`config.mk`:
```
export PLATFORM = sky130hd
export DESIGN_NAME = pmi_ln_unit
export DESIGN_NICKNAME = d
export VERILOG_FILES = /design/src/design/pmi_pkg.sv /design/src/design/pmi_ln_unit.sv
export SDC_FILE = /design/constraint.sdc
export NUM_CORES = 2
export LEC_CHECK = 0
export BUFFER_PORTS_ARGS = -buffer_cell sky130_fd_sc_hd__buf_2
export CORE_MARGIN = 2
export CORE_UTILIZATION = 50
export CTS_CLUSTER_SIZE = 25
export DETAILED_ROUTE_END_ITERATION = 16
export PLACE_DENSITY_LB_ADDON = 0.08
export SYNTH_ARGS = -nofsm -noshare
export SYNTH_HDL_FRONTEND = slang
export SYNTH_SLANG_ARGS = --single-unit
```
`constraint.sdc`:
```
create_clock -name clk -period 17.5 [get_ports clk]
set_clock_uncertainty 0.15 [all_clocks]
set_input_delay 0.875 -clock clk [delete_from_list [all_inputs] [get_ports clk]]
set_output_delay 0.875 -clock clk [all_outputs]
set_load 0.005 [all_outputs]
```
`src/design/pmi_pkg.sv`:
```
// shared types, codes and constants for the pmi substitution cost table
// no dependencies; imported by every module of the block
package pmi_pkg;

    localparam int DEF_MAX_SYMBOLS = 64;
    localparam int MAX_PATH_LEN    = 64;

    localparam int CFG_W   = 7;
    localparam int SYM_W   = 6;
    localparam int LEN_W   = 7;
    localparam int COST_W  = 17;
    localparam int CNT_W   = 32;
    localparam int LN_W    = 20;
    localparam int RAW_W   = 32;

    localparam logic [CNT_W-1:0]  ONE_Q16 = 32'h0001_0000;
    localparam logic [CNT_W-1:0]  CNT_MAX = 32'hFFFF_FFFF;
    localparam logic [31:0]       LN2_Q32 = 32'd2977044472;
    localparam logic [COST_W-1:0] COST_ONE = 17'h1_0000;

    typedef enum logic [1:0] {
        KIND_CLEAR    = 2'd0,
        KIND_ADD      = 2'd1,
        KIND_FINALIZE = 2'd2,
        KIND_READ     = 2'd3
    } kind_t;

    typedef enum logic [1:0] {
        STAT_DONE    = 2'd0,
        STAT_IGNORED = 2'd1,
        STAT_RANGE   = 2'd2
    } status_t;

    typedef struct packed {
        kind_t             kind;
        logic [SYM_W-1:0]  sym_a;
        logic [SYM_W-1:0]  sym_b;
        logic [LEN_W-1:0]  path_len;
    } cmd_t;

    typedef struct packed {
        logic [COST_W-1:0] cost;
        status_t           status;
    } result_t;

    typedef enum logic [2:0] {
        LN_IDLE,
        LN_NORM,
        LN_SQR,
        LN_FIX,
        LN_SCALE,
        LN_ROUND
    } ln_state_t;

    typedef enum logic [1:0] {
        DV_IDLE,
        DV_RUN,
        DV_DONE
    } div_state_t;

    typedef enum logic [3:0] {
        ST_INIT,
        ST_IDLE,
        ST_CLEAR,
        ST_ADD_DIV,
        ST_ADD_PAIR,
        ST_ADD_SYMA,
        ST_ADD_SYMB,
        ST_FIN_STEP,
        ST_FIN_READ,
        ST_FIN_LNGO,
        ST_FIN_LNWAIT,
        ST_FIN_COST,
        ST_FIN_DIV,
        ST_READ_WAIT,
        ST_RESP
    } state_t;

endpackage

```
`src/design/pmi_ln_unit.sv`:
```
// iterative natural log of an unsigned q16.16 value, result in q4.16
// one bit of normalization per cycle, then square and fix per bit; uses pmi_pkg
module pmi_ln_unit
    import pmi_pkg::*;
(
    input  logic             clk,
    input  logic             rst_n,
    input  logic             start,
    input  logic [CNT_W-1:0] value,
    output logic             done,
    output logic [LN_W-1:0]  result
);

    ln_state_t         state_reg, state_next;
    logic [31:0]       x_reg;
    logic [4:0]        p_reg;
    logic [15:0]       frac_reg;
    logic [3:0]        step_reg;
    logic [63:0]       prod_reg;
    logic [31:0]       mul_a;
    logic [63:0]       round_sum;

    always_comb
    begin
        state_next = state_reg;
        case (state_reg)
            LN_IDLE:  if (start) state_next = LN_NORM;
            LN_NORM:  if (x_reg[31]) state_next = LN_SQR;
            LN_SQR:   state_next = LN_FIX;
            LN_FIX:   state_next = (step_reg == 4'd15) ? LN_SCALE : LN_SQR;
            LN_SCALE: state_next = LN_ROUND;
            LN_ROUND: state_next = LN_IDLE;
            default:  state_next = LN_IDLE;
        endcase
    end

    // one shared multiplier: squaring, then scaling by ln 2
    assign mul_a     = (state_reg == LN_SCALE) ? {12'b0, p_reg[3:0], frac_reg} : x_reg;
    assign round_sum = prod_reg + 64'h0000_0000_8000_0000;
    assign done      = (state_reg == LN_ROUND);
    assign result    = round_sum[51:32];

    always_ff @(posedge clk or negedge rst_n)
    begin
        if (!rst_n)
        begin
            state_reg <= LN_IDLE;
            x_reg     <= '0;
            p_reg     <= '0;
            frac_reg  <= '0;
            step_reg  <= '0;
            prod_reg  <= '0;
        end
        else
        begin
            state_reg <= state_next;
            case (state_reg)
                LN_IDLE:
                begin
                    x_reg    <= (value[31:16] == 16'b0) ? ONE_Q16 : value;
                    p_reg    <= 5'd31;
                    frac_reg <= '0;
                    step_reg <= '0;
                end
                LN_NORM:
                begin
                    if (!x_reg[31])
                    begin
                        x_reg <= {x_reg[30:0], 1'b0};
                        p_reg <= p_reg - 5'd1;
                    end
                end
                LN_SQR:   prod_reg <= 64'(mul_a) * 64'(x_reg);
                LN_FIX:
                begin
                    // squared mantissa reached 2.0: take a one bit and halve
                    if (prod_reg[63])
                    begin
                        x_reg    <= prod_reg[63:32];
                        frac_reg <= {frac_reg[14:0], 1'b1};
                    end
                    else
                    begin
                        x_reg    <= prod_reg[62:31];
                        frac_reg <= {frac_reg[14:0], 1'b0};
                    end
                    step_reg <= step_reg + 4'd1;
                end
                LN_SCALE: prod_reg <= 64'(mul_a) * 64'(LN2_Q32);
                default:  prod_reg <= prod_reg;
            endcase
        end
    end

endmodule

```
==> results.json <==
{
  "status": "finished, final reports clean",
  "drv_slew": 0,
  "placed_area_um2": 54900,
  "endpoint_kind": "flop",
  "relSlewSlack_pct": 20.8,
  "hold_viol": 0,
  "mostFrequentLayoutCell": "inv_1",
  "multiInputGateArea_um2": 44800,
  "fillCellCount": 10022,
  "synth_seq_cells": 92,
  "gr-total-overflow": 0,
  "nNetsFinal": 7500,
  "ios": 56,
  "clk_transition_reported_paths_ns": 0.08,
  "synth_area_leaders": "fa_1 (47%), ha_1 (14%), inv_1 (9.6%)",
  "path_max_fanout": 179,
  "synthCells": 5750,
  "yosysSeqAreaShare_pct": 4.32,
  "fmax_mhz": 84.3,
  "h-tree-depth": 3,
  "synth_area_um2": 53300,
  "routed_wl_um": 165000,
  "worstPathArrival_ns": 11.93,
  "drtIter0Drc": 2658,
  "grt_setup_unrepaired": "no",
  "die_area_um2": 109000,
  "cts_tree": "built",
  "grt_max_degree": 180,
  "die-width_um": 330,
  "largest_reg_flops": 33,
  "cts_num_sinks": 92,
  "drive_gt1_share_pct": 3.49,
  "vias": 38974,
  "dieHeight_um": 330,
  "routed_via_density": 5.56,
  "cpMaxStageDelayCell": "nor4_1",
  "cts_buffer_depth": 2,
  "crit_buf_inv": 6,
  "synthDistinctLibCells": 72,
  "drt_first_pass_iters": 6,
  "dp_hpwl_um": 131000,
  "tightest_slew_ns": 1.18,
  "layout_common_cells": "inv_1 (1,367), fa_1 (1,258), ha_1 (596)",
  "grt_pass1_vias": 42910,
  "async_flop_share_pct": 100,
  "required_ns": 17.57,
  "setup-violations-final": 0,
  "cap_violations": 0,
  "synth_edf_count": 0,
  "design.core.area_um2": 106000,
  "antenna_found_initial": 6,
  "start_util_pct": 50.5,
  "ctsHoldBuffers": 0,
  "cpMostUsedCell": "fa_1",
  "r2r_setup_slack_ns": 5.64,
  "grt_pass1_wl_um": 259000,
  "ys.flop_type": "dfrtp_1",
  "cts_buffers": 9,
  "dpl.cell_count": 6991,
  "synth.top_cell.area_share_pct": 47.3,
  "clk-insertion-delay-late_ns": 0.37,
  "portBuffers": 55,
  "instances_no_fill": 7009,
  "cts_root_buffer": "clkbuf_16",
  "syn-num-nets": 7639,
  "synth_area_leader_cell": "fa_1",
  "cts_setup_buffers": 0,
  "cts_resized": 0,
  "post_drt_wl_per_cell_um": 23.5,
  "rows": 119,
  "slowest_delay_ns": 0.81,
  "yosys_warnings": 0,
  "start_kind": "flop",
  "critical_path.top_delay_family": "adder cells",
  "synth.avg_cell_area_um2": 9.27,
  "detail-route-antenna-nets": 0,
  "area_growth_pct": 3.54,
  "regArea_um2": 2320,
  "hold_class": "primary input to asynchronous set/reset pin",
  "final_area_um2": 55200,
  "grtUsageTotal_pct": 31.8,
  "place.gp.congestion": 0.928,
  "setup_tns_ns": 0,
  "period_needed_ns": 11.86,
  "drc": 0,
  "path_class": "flop to flop",
  "final_core_util_pct": 52.3,
  "post-route-period-util_pct": 67.8
}
[cells by family after synthesis]
group	after synthesis	synth area share, %
AO/OA/AOI/OAI	575	6.95
XOR/XNOR	82	1.35
adder cells (fa/ha/maj)	1854	61.2
buffers and inverters	1657	11.7
flip-flops	92	4.32
multiplexers	39	0.758
AND/OR/NAND/NOR	1451	13.7
[routing by layer]
metal | wire [µm] | part of all wire [%] | up-vias | GRT usage, %
met4 | 8380 | 5.1 | 2 | 13.0
li1 | - | - | 17173 | -
met1 | 65800 | 40 | 20412 | 40.4
met2 | 82700 | 50 | 1103 | 55.7
met3 | 7780 | 4.7 | 284 | 2.99
met5 | 13 | 0.0079 | - | 0
[cell usage after synthesis (28+ instances only)]
| cell type | number |
|---|---|
| inv_1 | 1367 |
| fa_1 | 1258 |
| ha_1 | 596 |
| nand2_1 | 570 |
| and2_1 | 433 |
| clkbuf_1 | 259 |
| a21oi_1 | 183 |
| and3_1 | 169 |
| nor2_1 | 142 |
| o21ai_0 | 112 |
| dfrtp_1 | 92 |
| a21o_1 | 78 |
| xnor2_1 | 53 |
| nand3_1 | 35 |
| xor2_1 | 29 |
| mux2i_1 | 28 |
[worst paths after layout]
| check | startpoint | end | cells after the start |
|---|---|---|---|
| min | rst_n | x_reg[12]$_DFFE_PN0P_ | 1 |
| max reg2reg | state_reg[1]$_DFFE_PN0P_ | prod_reg[50]$_DFFE_PN0P_ | 28 |
| min reg2reg | p_reg[0]$_DFFE_PN0P_ | p_reg[0]$_DFFE_PN0P_ | 1 |
| max | state_reg[1]$_DFFE_PN0P_ | prod_reg[50]$_DFFE_PN0P_ | 28 |
| min in group clk | p_reg[0]$_DFFE_PN0P_ | p_reg[0]$_DFFE_PN0P_ | 1 |
| max in group asynchronous | rst_n | x_reg[21]$_DFFE_PN0P_ | 2 |
[through the flow]
| step | setup WS, ns | hold slack [ns] |
|---|---|---|
| after floorplan | 8.41 | 0.306 |
| after global placement | 5.78 | 0.358 |
| after detailed placement | 5.68 | 0.363 |
| after CTS | 5.66 | 0.289 |
| after global routing | 5.09 | 0.299 |
| final | 5.64 | 0.275 |
[final cells by class]
class | instances | area share, %
inverter | 1367 | 9.30
timing repair buffer | 140 | 1.68
clock buffer | 10 | 0.415
multi-input combinational | 4001 | 81.2
clock inverter | 6 | 0.0884
sequential | 92 | 4.20
tap | 1391 | 3.15
antenna | 2 | 0.00907
Power is not shown: default switching activity piles up to over one toggle a cycle in this logic, so the estimate is an artifact.
