### src/design/pmi_pkg.sv
// shared types, codes and constants for the pmi substitution cost table
// no dependencies; imported by every module of the block
package pmi_pkg;

    localparam int DEF_MAX_SYMBOLS = 64;
    localparam int MAX_PATH_LEN    = 64;

    localparam int CFG_W   = 7;
    localparam int SYM_W   = 6;
    localparam int LEN_W   = 7;
    localparam int COST_W  = 17;
    localparam int CNT_W   = 32;
    localparam int LN_W    = 20;
    localparam int RAW_W   = 32;

    localparam logic [CNT_W-1:0]  ONE_Q16 = 32'h0001_0000;
    localparam logic [CNT_W-1:0]  CNT_MAX = 32'hFFFF_FFFF;
    localparam logic [31:0]       LN2_Q32 = 32'd2977044472;
    localparam logic [COST_W-1:0] COST_ONE = 17'h1_0000;

    typedef enum logic [1:0] {
        KIND_CLEAR    = 2'd0,
        KIND_ADD      = 2'd1,
        KIND_FINALIZE = 2'd2,
        KIND_READ     = 2'd3
    } kind_t;

    typedef enum logic [1:0] {
        STAT_DONE    = 2'd0,
        STAT_IGNORED = 2'd1,
        STAT_RANGE   = 2'd2
    } status_t;

    typedef struct packed {
        kind_t             kind;
        logic [SYM_W-1:0]  sym_a;
        logic [SYM_W-1:0]  sym_b;
        logic [LEN_W-1:0]  path_len;
    } cmd_t;

    typedef struct packed {
        logic [COST_W-1:0] cost;
        status_t           status;
    } result_t;

    typedef enum logic [2:0] {
        LN_IDLE,
        LN_NORM,
        LN_SQR,
        LN_FIX,
        LN_SCALE,
        LN_ROUND
    } ln_state_t;

    typedef enum logic [1:0] {
        DV_IDLE,
        DV_RUN,
        DV_DONE
    } div_state_t;

    typedef enum logic [3:0] {
        ST_INIT,
        ST_IDLE,
        ST_CLEAR,
        ST_ADD_DIV,
        ST_ADD_PAIR,
        ST_ADD_SYMA,
        ST_ADD_SYMB,
        ST_FIN_STEP,
        ST_FIN_READ,
        ST_FIN_LNGO,
        ST_FIN_LNWAIT,
        ST_FIN_COST,
        ST_FIN_DIV,
        ST_READ_WAIT,
        ST_RESP
    } state_t;

endpackage

### src/design/pmi_div_unit.sv
// restoring divider for (num << 16) / den with num <= den, one quotient bit a cycle
// uses pmi_pkg; shared by the add weight and the cost normalization
module pmi_div_unit
    import pmi_pkg::*;
(
    input  logic              clk,
    input  logic              rst_n,
    input  logic              start,
    input  logic [31:0]       num,
    input  logic [31:0]       den,
    output logic              done,
    output logic [COST_W-1:0] quot
);

    div_state_t        state_reg, state_next;
    logic [32:0]       rem_reg;
    logic [31:0]       den_reg;
    logic [COST_W-1:0] q_reg;
    logic [4:0]        cnt_reg;
    logic [32:0]       shifted;
    logic              ge;

    always_comb
    begin
        state_next = state_reg;
        case (state_reg)
            DV_IDLE: if (start) state_next = DV_RUN;
            DV_RUN:  if (cnt_reg == 5'd16) state_next = DV_DONE;
            DV_DONE: state_next = DV_IDLE;
            default: state_next = DV_IDLE;
        endcase
    end

    // first step weighs the numerator at 2^16 itself, later ones shift in zeros
    assign shifted = (cnt_reg == 5'd0) ? rem_reg : {rem_reg[31:0], 1'b0};
    assign ge      = (shifted >= {1'b0, den_reg});
    assign done    = (state_reg == DV_DONE);
    assign quot    = q_reg;

    always_ff @(posedge clk or negedge rst_n)
    begin
        if (!rst_n)
        begin
            state_reg <= DV_IDLE;
            rem_reg   <= '0;
            den_reg   <= '0;
            q_reg     <= '0;
            cnt_reg   <= '0;
        end
        else
        begin
            state_reg <= state_next;
            if (state_reg == DV_IDLE)
            begin
                rem_reg <= {1'b0, num};
                den_reg <= den;
                q_reg   <= '0;
                cnt_reg <= '0;
            end
            else if (state_reg == DV_RUN)
            begin
                rem_reg <= ge ? (shifted - {1'b0, den_reg}) : shifted;
                q_reg   <= {q_reg[COST_W-2:0], ge};
                cnt_reg <= cnt_reg + 5'd1;
            end
        end
    end

endmodule

### config.mk
export PLATFORM = sky130hd
export DESIGN_NAME = pmi_div_unit
export DESIGN_NICKNAME = d
export VERILOG_FILES = /design/src/design/pmi_pkg.sv /design/src/design/pmi_div_unit.sv
export SDC_FILE = /design/constraint.sdc
export NUM_CORES = 1
export LEC_CHECK = 0
export ABC_AREA = 1
export BUFFER_PORTS_ARGS = -buffer_cell sky130_fd_sc_hd__buf_4
export CORE_MARGIN = 2
export CORE_UTILIZATION = 53
export CTS_BUF_LIST = sky130_fd_sc_hd__clkbuf_4 sky130_fd_sc_hd__clkbuf_8
export DETAILED_ROUTE_END_ITERATION = 6
export PLACE_DENSITY_LB_ADDON = 0.2
export SLEW_MARGIN = 20
export SYNTH_ARGS = -nofsm -noshare
export SYNTH_HDL_FRONTEND = slang
export SYNTH_SLANG_ARGS = --single-unit
### constraint.sdc
create_clock -name clk -period 6.1 [get_ports clk]
set_clock_uncertainty 0.15 [all_clocks]
set_input_delay 0.305 -clock clk [delete_from_list [all_inputs] [get_ports clk]]
set_output_delay 0.305 -clock clk [all_outputs]
set_load 0.03 [all_outputs]
==> results.txt <==
The final count of hold timing violations came out at 0. The final design area excluding fillers is 0.00829 sq mm. The post-cts resize count is 0. Cells fill 66.5% of the core in the end. The clock tree root driver cell is clkbuf_8. The repair_antennas step left the layout with diodes totalling 0. The count of boundary I/O pins came out at 85. The number of nets at the end of the flow is 1,258. Buffers inserted to repair hold after CTS numbered 64.

The clock tree synthesis step divided the H-tree into 3 levels. The post-place setup slack is roughly 1.5 ns. The number of instances in the synthesized netlist is 1,025. The synthesized design devotes to its leading area cell type 33.3% of total area.

The data arrival time of the worst path came out at 4.78 ns. The end point of the critical path is rem_reg[28]. Based on the critical path, the design can be clocked at up to 0.215 GHz. The effective utilization at floorplan is 53.7%.

The count of buffers inserted at the top-level ports came out at 84. The count of pins over their slew limit is 0. The most common library cell in the layout ignoring fill and taps is nand2_1. The total of flip-flops plus latches after synthesis came out at 89. The path class of the tightest hold or removal check is input pin to flop. The die extent in x came out at 116 um. The detailed router placed ~6,800 vias in this run.

The die span in y came out at between 100 and 150 um. The final clock period utilization by the worst path is 76.1%. Summed over all failing endpoints, the final setup total negative slack is 0 ns.

The all-layer global routing usage is 28.8%. The relative max-transition margin is 43.4%. The max-capacitance violation count is 0. The first global-routing pass estimated between 30,000 and 40,000 um of wire. The flow ran to the end, and the final reports show no timing, DRC or antenna violations. In this run the critical register-to-register path is launched from cnt_reg[0].

The TritonCTS sink count came out at 89. The area of the core came out at 0.0125 sq mm. The startpoint type of the worst setup path is a flop. The last weighted congestion value of the routability-driven placer came out at about 0.97.

The placed wire-length estimate is 13,400 um. No sink is reached through more buffers than the 2 on the longest clock path. The worst-case register-to-register setup slack is 1.46 ns.

The number of global-route vias before repair is 6,480. The number of clock buffers added by TritonCTS is 9. Entering global routing, the biggest net connects 97 pins. The detail-routed via count per cell came out at 5.11.

The area growth from synthesis to layout came out at 23.7%. The post-synthesis cell type with the largest combined area is dfrtp_1. The synthesized area came out at 0.00670 sq mm.

The number of cell instances on the worst register-to-register path came out at 19. The final layout contains routed wiring with a total length of 18,800 um. The clock transition time at the flip-flop clock pins of the worst setup and hold paths came out at 0.11 ns.

The count of filler cells inserted in the layout came out at 1,151. The later pin in the worst-skew pair is clocked with a latency of 0.40 ns. The number of antenna violations at the first check in global routing was 0. The worst register-to-register path ends at rem_reg[28]. The placed instances occupy a cell area of 0.00744 sq mm.

Setup slack on the critical path of the routed design comes to 1.46 ns. The number of setup violations in the final report came out at 0. The post-CTS setup buffer count came out at 0. The warning count from the yosys run came out at 0. A synthesized cell averages 6.53 sq um. Counting I/O delays and the setup requirement, the final critical path takes between 4 and 5 ns. The synthesized net count came out at about 1,100. The share of synthesized area occupied by flip-flops and latches came out at between 30% and 40%. The total overflow left after global routing is 0. Tracing the worst setup path back leads to its startpoint at cnt_reg[0]. In this run the worst path has a maximum fanout of 45. The flip-flop count of the largest register after layout is 33. The count of distinct cell types in the synthesized netlist is 35. For this run, design rule violations remaining after detail routing come to 0. The detailed-router iteration count before antenna repair came out at 5. The type of destination of the critical path is a flop.

The fraction of final layout cells sized beyond drive strength 1 is 10.3%. By area the synthesized netlist is led by dfrtp_1 (33%), nand2_1 (20%), inv_1 (8.9%). The detailed-route wire length per cell is 14.1 um. The count of antenna-violating nets left after detailed routing is 0. The library cells used most frequently in the layout, excluding fill and tap cells, are nand2_1 (355), inv_1 (158), dfrtp_1 (89), buf_4 (89), nor2_1 (72). The floorplan die area came out at 0.0136 sq mm. Setup repair after global routing left no endpoint under its margin. TritonCTS built the clock tree. The first routing iteration left 474 violations. The pin slew with the least headroom to its limit came out at approximately 0.85 ns.

The floorplan row count came out at 41. The critical path in this run is classified as flop to flop. At the worst endpoint, the required time is 6.24 ns.
-- cell type report --
cell class                 count  area (sq um)  share of cell area, %
clock buffer                   9           124                   1.49
clock inverter                 7          83.8                   1.01
inverter                     162           608                   7.34
multi-input combinational    741          3720                   44.9
sequential                    89          2230                   26.9
tap                          172           215                   2.60
timing repair buffer         153          1310                   15.8
-- per-layer routing --
metal | GRT usage (%) | share of wire [%] | up-vias
met1 | 39.9 | 48 | 3116
met5 | 0 | 0 | -
li1 | - | - | 3524
met2 | 46.4 | 46 | 151
met4 | 10.4 | 1.8 | 0
met3 | 4.05 | 4.1 | 26
-- worst min-delay path by stage --
stage	endpoint	cells after the start	startpoint	slack, ns
2_1_floorplan	cnt_reg[0]	0	rst_n	-0.14
3_3_place_gp	quot[7]	1	rst_n	0.15
3_5_place_dp	quot[7]	1	rst_n	0.15
4_1_cts	rem_reg[3]	5	num[3]	0.06
5_1_grt	rem_reg[3]	5	num[3]	0.09
6_report	rem_reg[3]	5	num[3]	0.06
-- critical path, stage by stage (launching register included) --
cell	delay, ns
dfrtp_1	0.39
inv_1	0.09
ha_1	0.24
nand3_4	0.38
inv_1	0.14
buf_4	0.34
o21ai_0	0.18
ha_1	0.37
nand2_1	0.14
inv_1	0.05
a21oi_1	0.17
nand2_1	0.09
nand2_1	0.06
nand2_1	0.08
a21oi_4	0.53
nand2_4	0.48
nand2_1	0.38
nand2_1	0.08
o21ai_1	0.10
nand2_1	0.06
-- through the flow --
| step | hold slack [ns] | cells |
|---|---|---|
| after floorplan | -0.141 | 1025 |
| after global placement | 0.147 | 1253 |
| after detailed placement | 0.154 | 1253 |
| after CTS | 0.0602 | 1333 |
| after global routing | 0.0924 | 1333 |
| final | 0.0554 | 1333 |
-- Yosys cell counts --
library cell	instances
a22oi_1	25
a21boi_0	2
clkbuf_1	21
nand2_4	2
nor2_4	1
dfrtp_1	89
nand2_1	355
a21oi_1	28
o21bai_1	5
a22o_1	1
o21ai_0	71
inv_1	158
and3_1	1
buf_1	4
a31oi_1	1
xor2_1	3
nand3_4	1
nand3b_1	11
inv_2	4
buf_6	2
nor2_2	3
nor3_1	4
ha_1	34
o22ai_1	15
o21ai_1	16
a21oi_4	1
buf_2	4
xnor2_1	14
nand3_1	57
nand4_1	13
a21o_1	1
fa_1	1
nand3b_2	1
nor2_1	74
buf_4	2
-- cells by family after synthesis --
logic type      Yosys count  share of synthesized area [%]
fa+ha+maj                35                           6.65
buf+inv                 195                           11.3
flops                    89                           33.3
simple gates            523                           32.4
xor+xnor                 17                           2.22
compound gates          166                           14.2
Power is not shown: default switching activity piles up to over one toggle a cycle in this logic, so the estimate is an artifact.
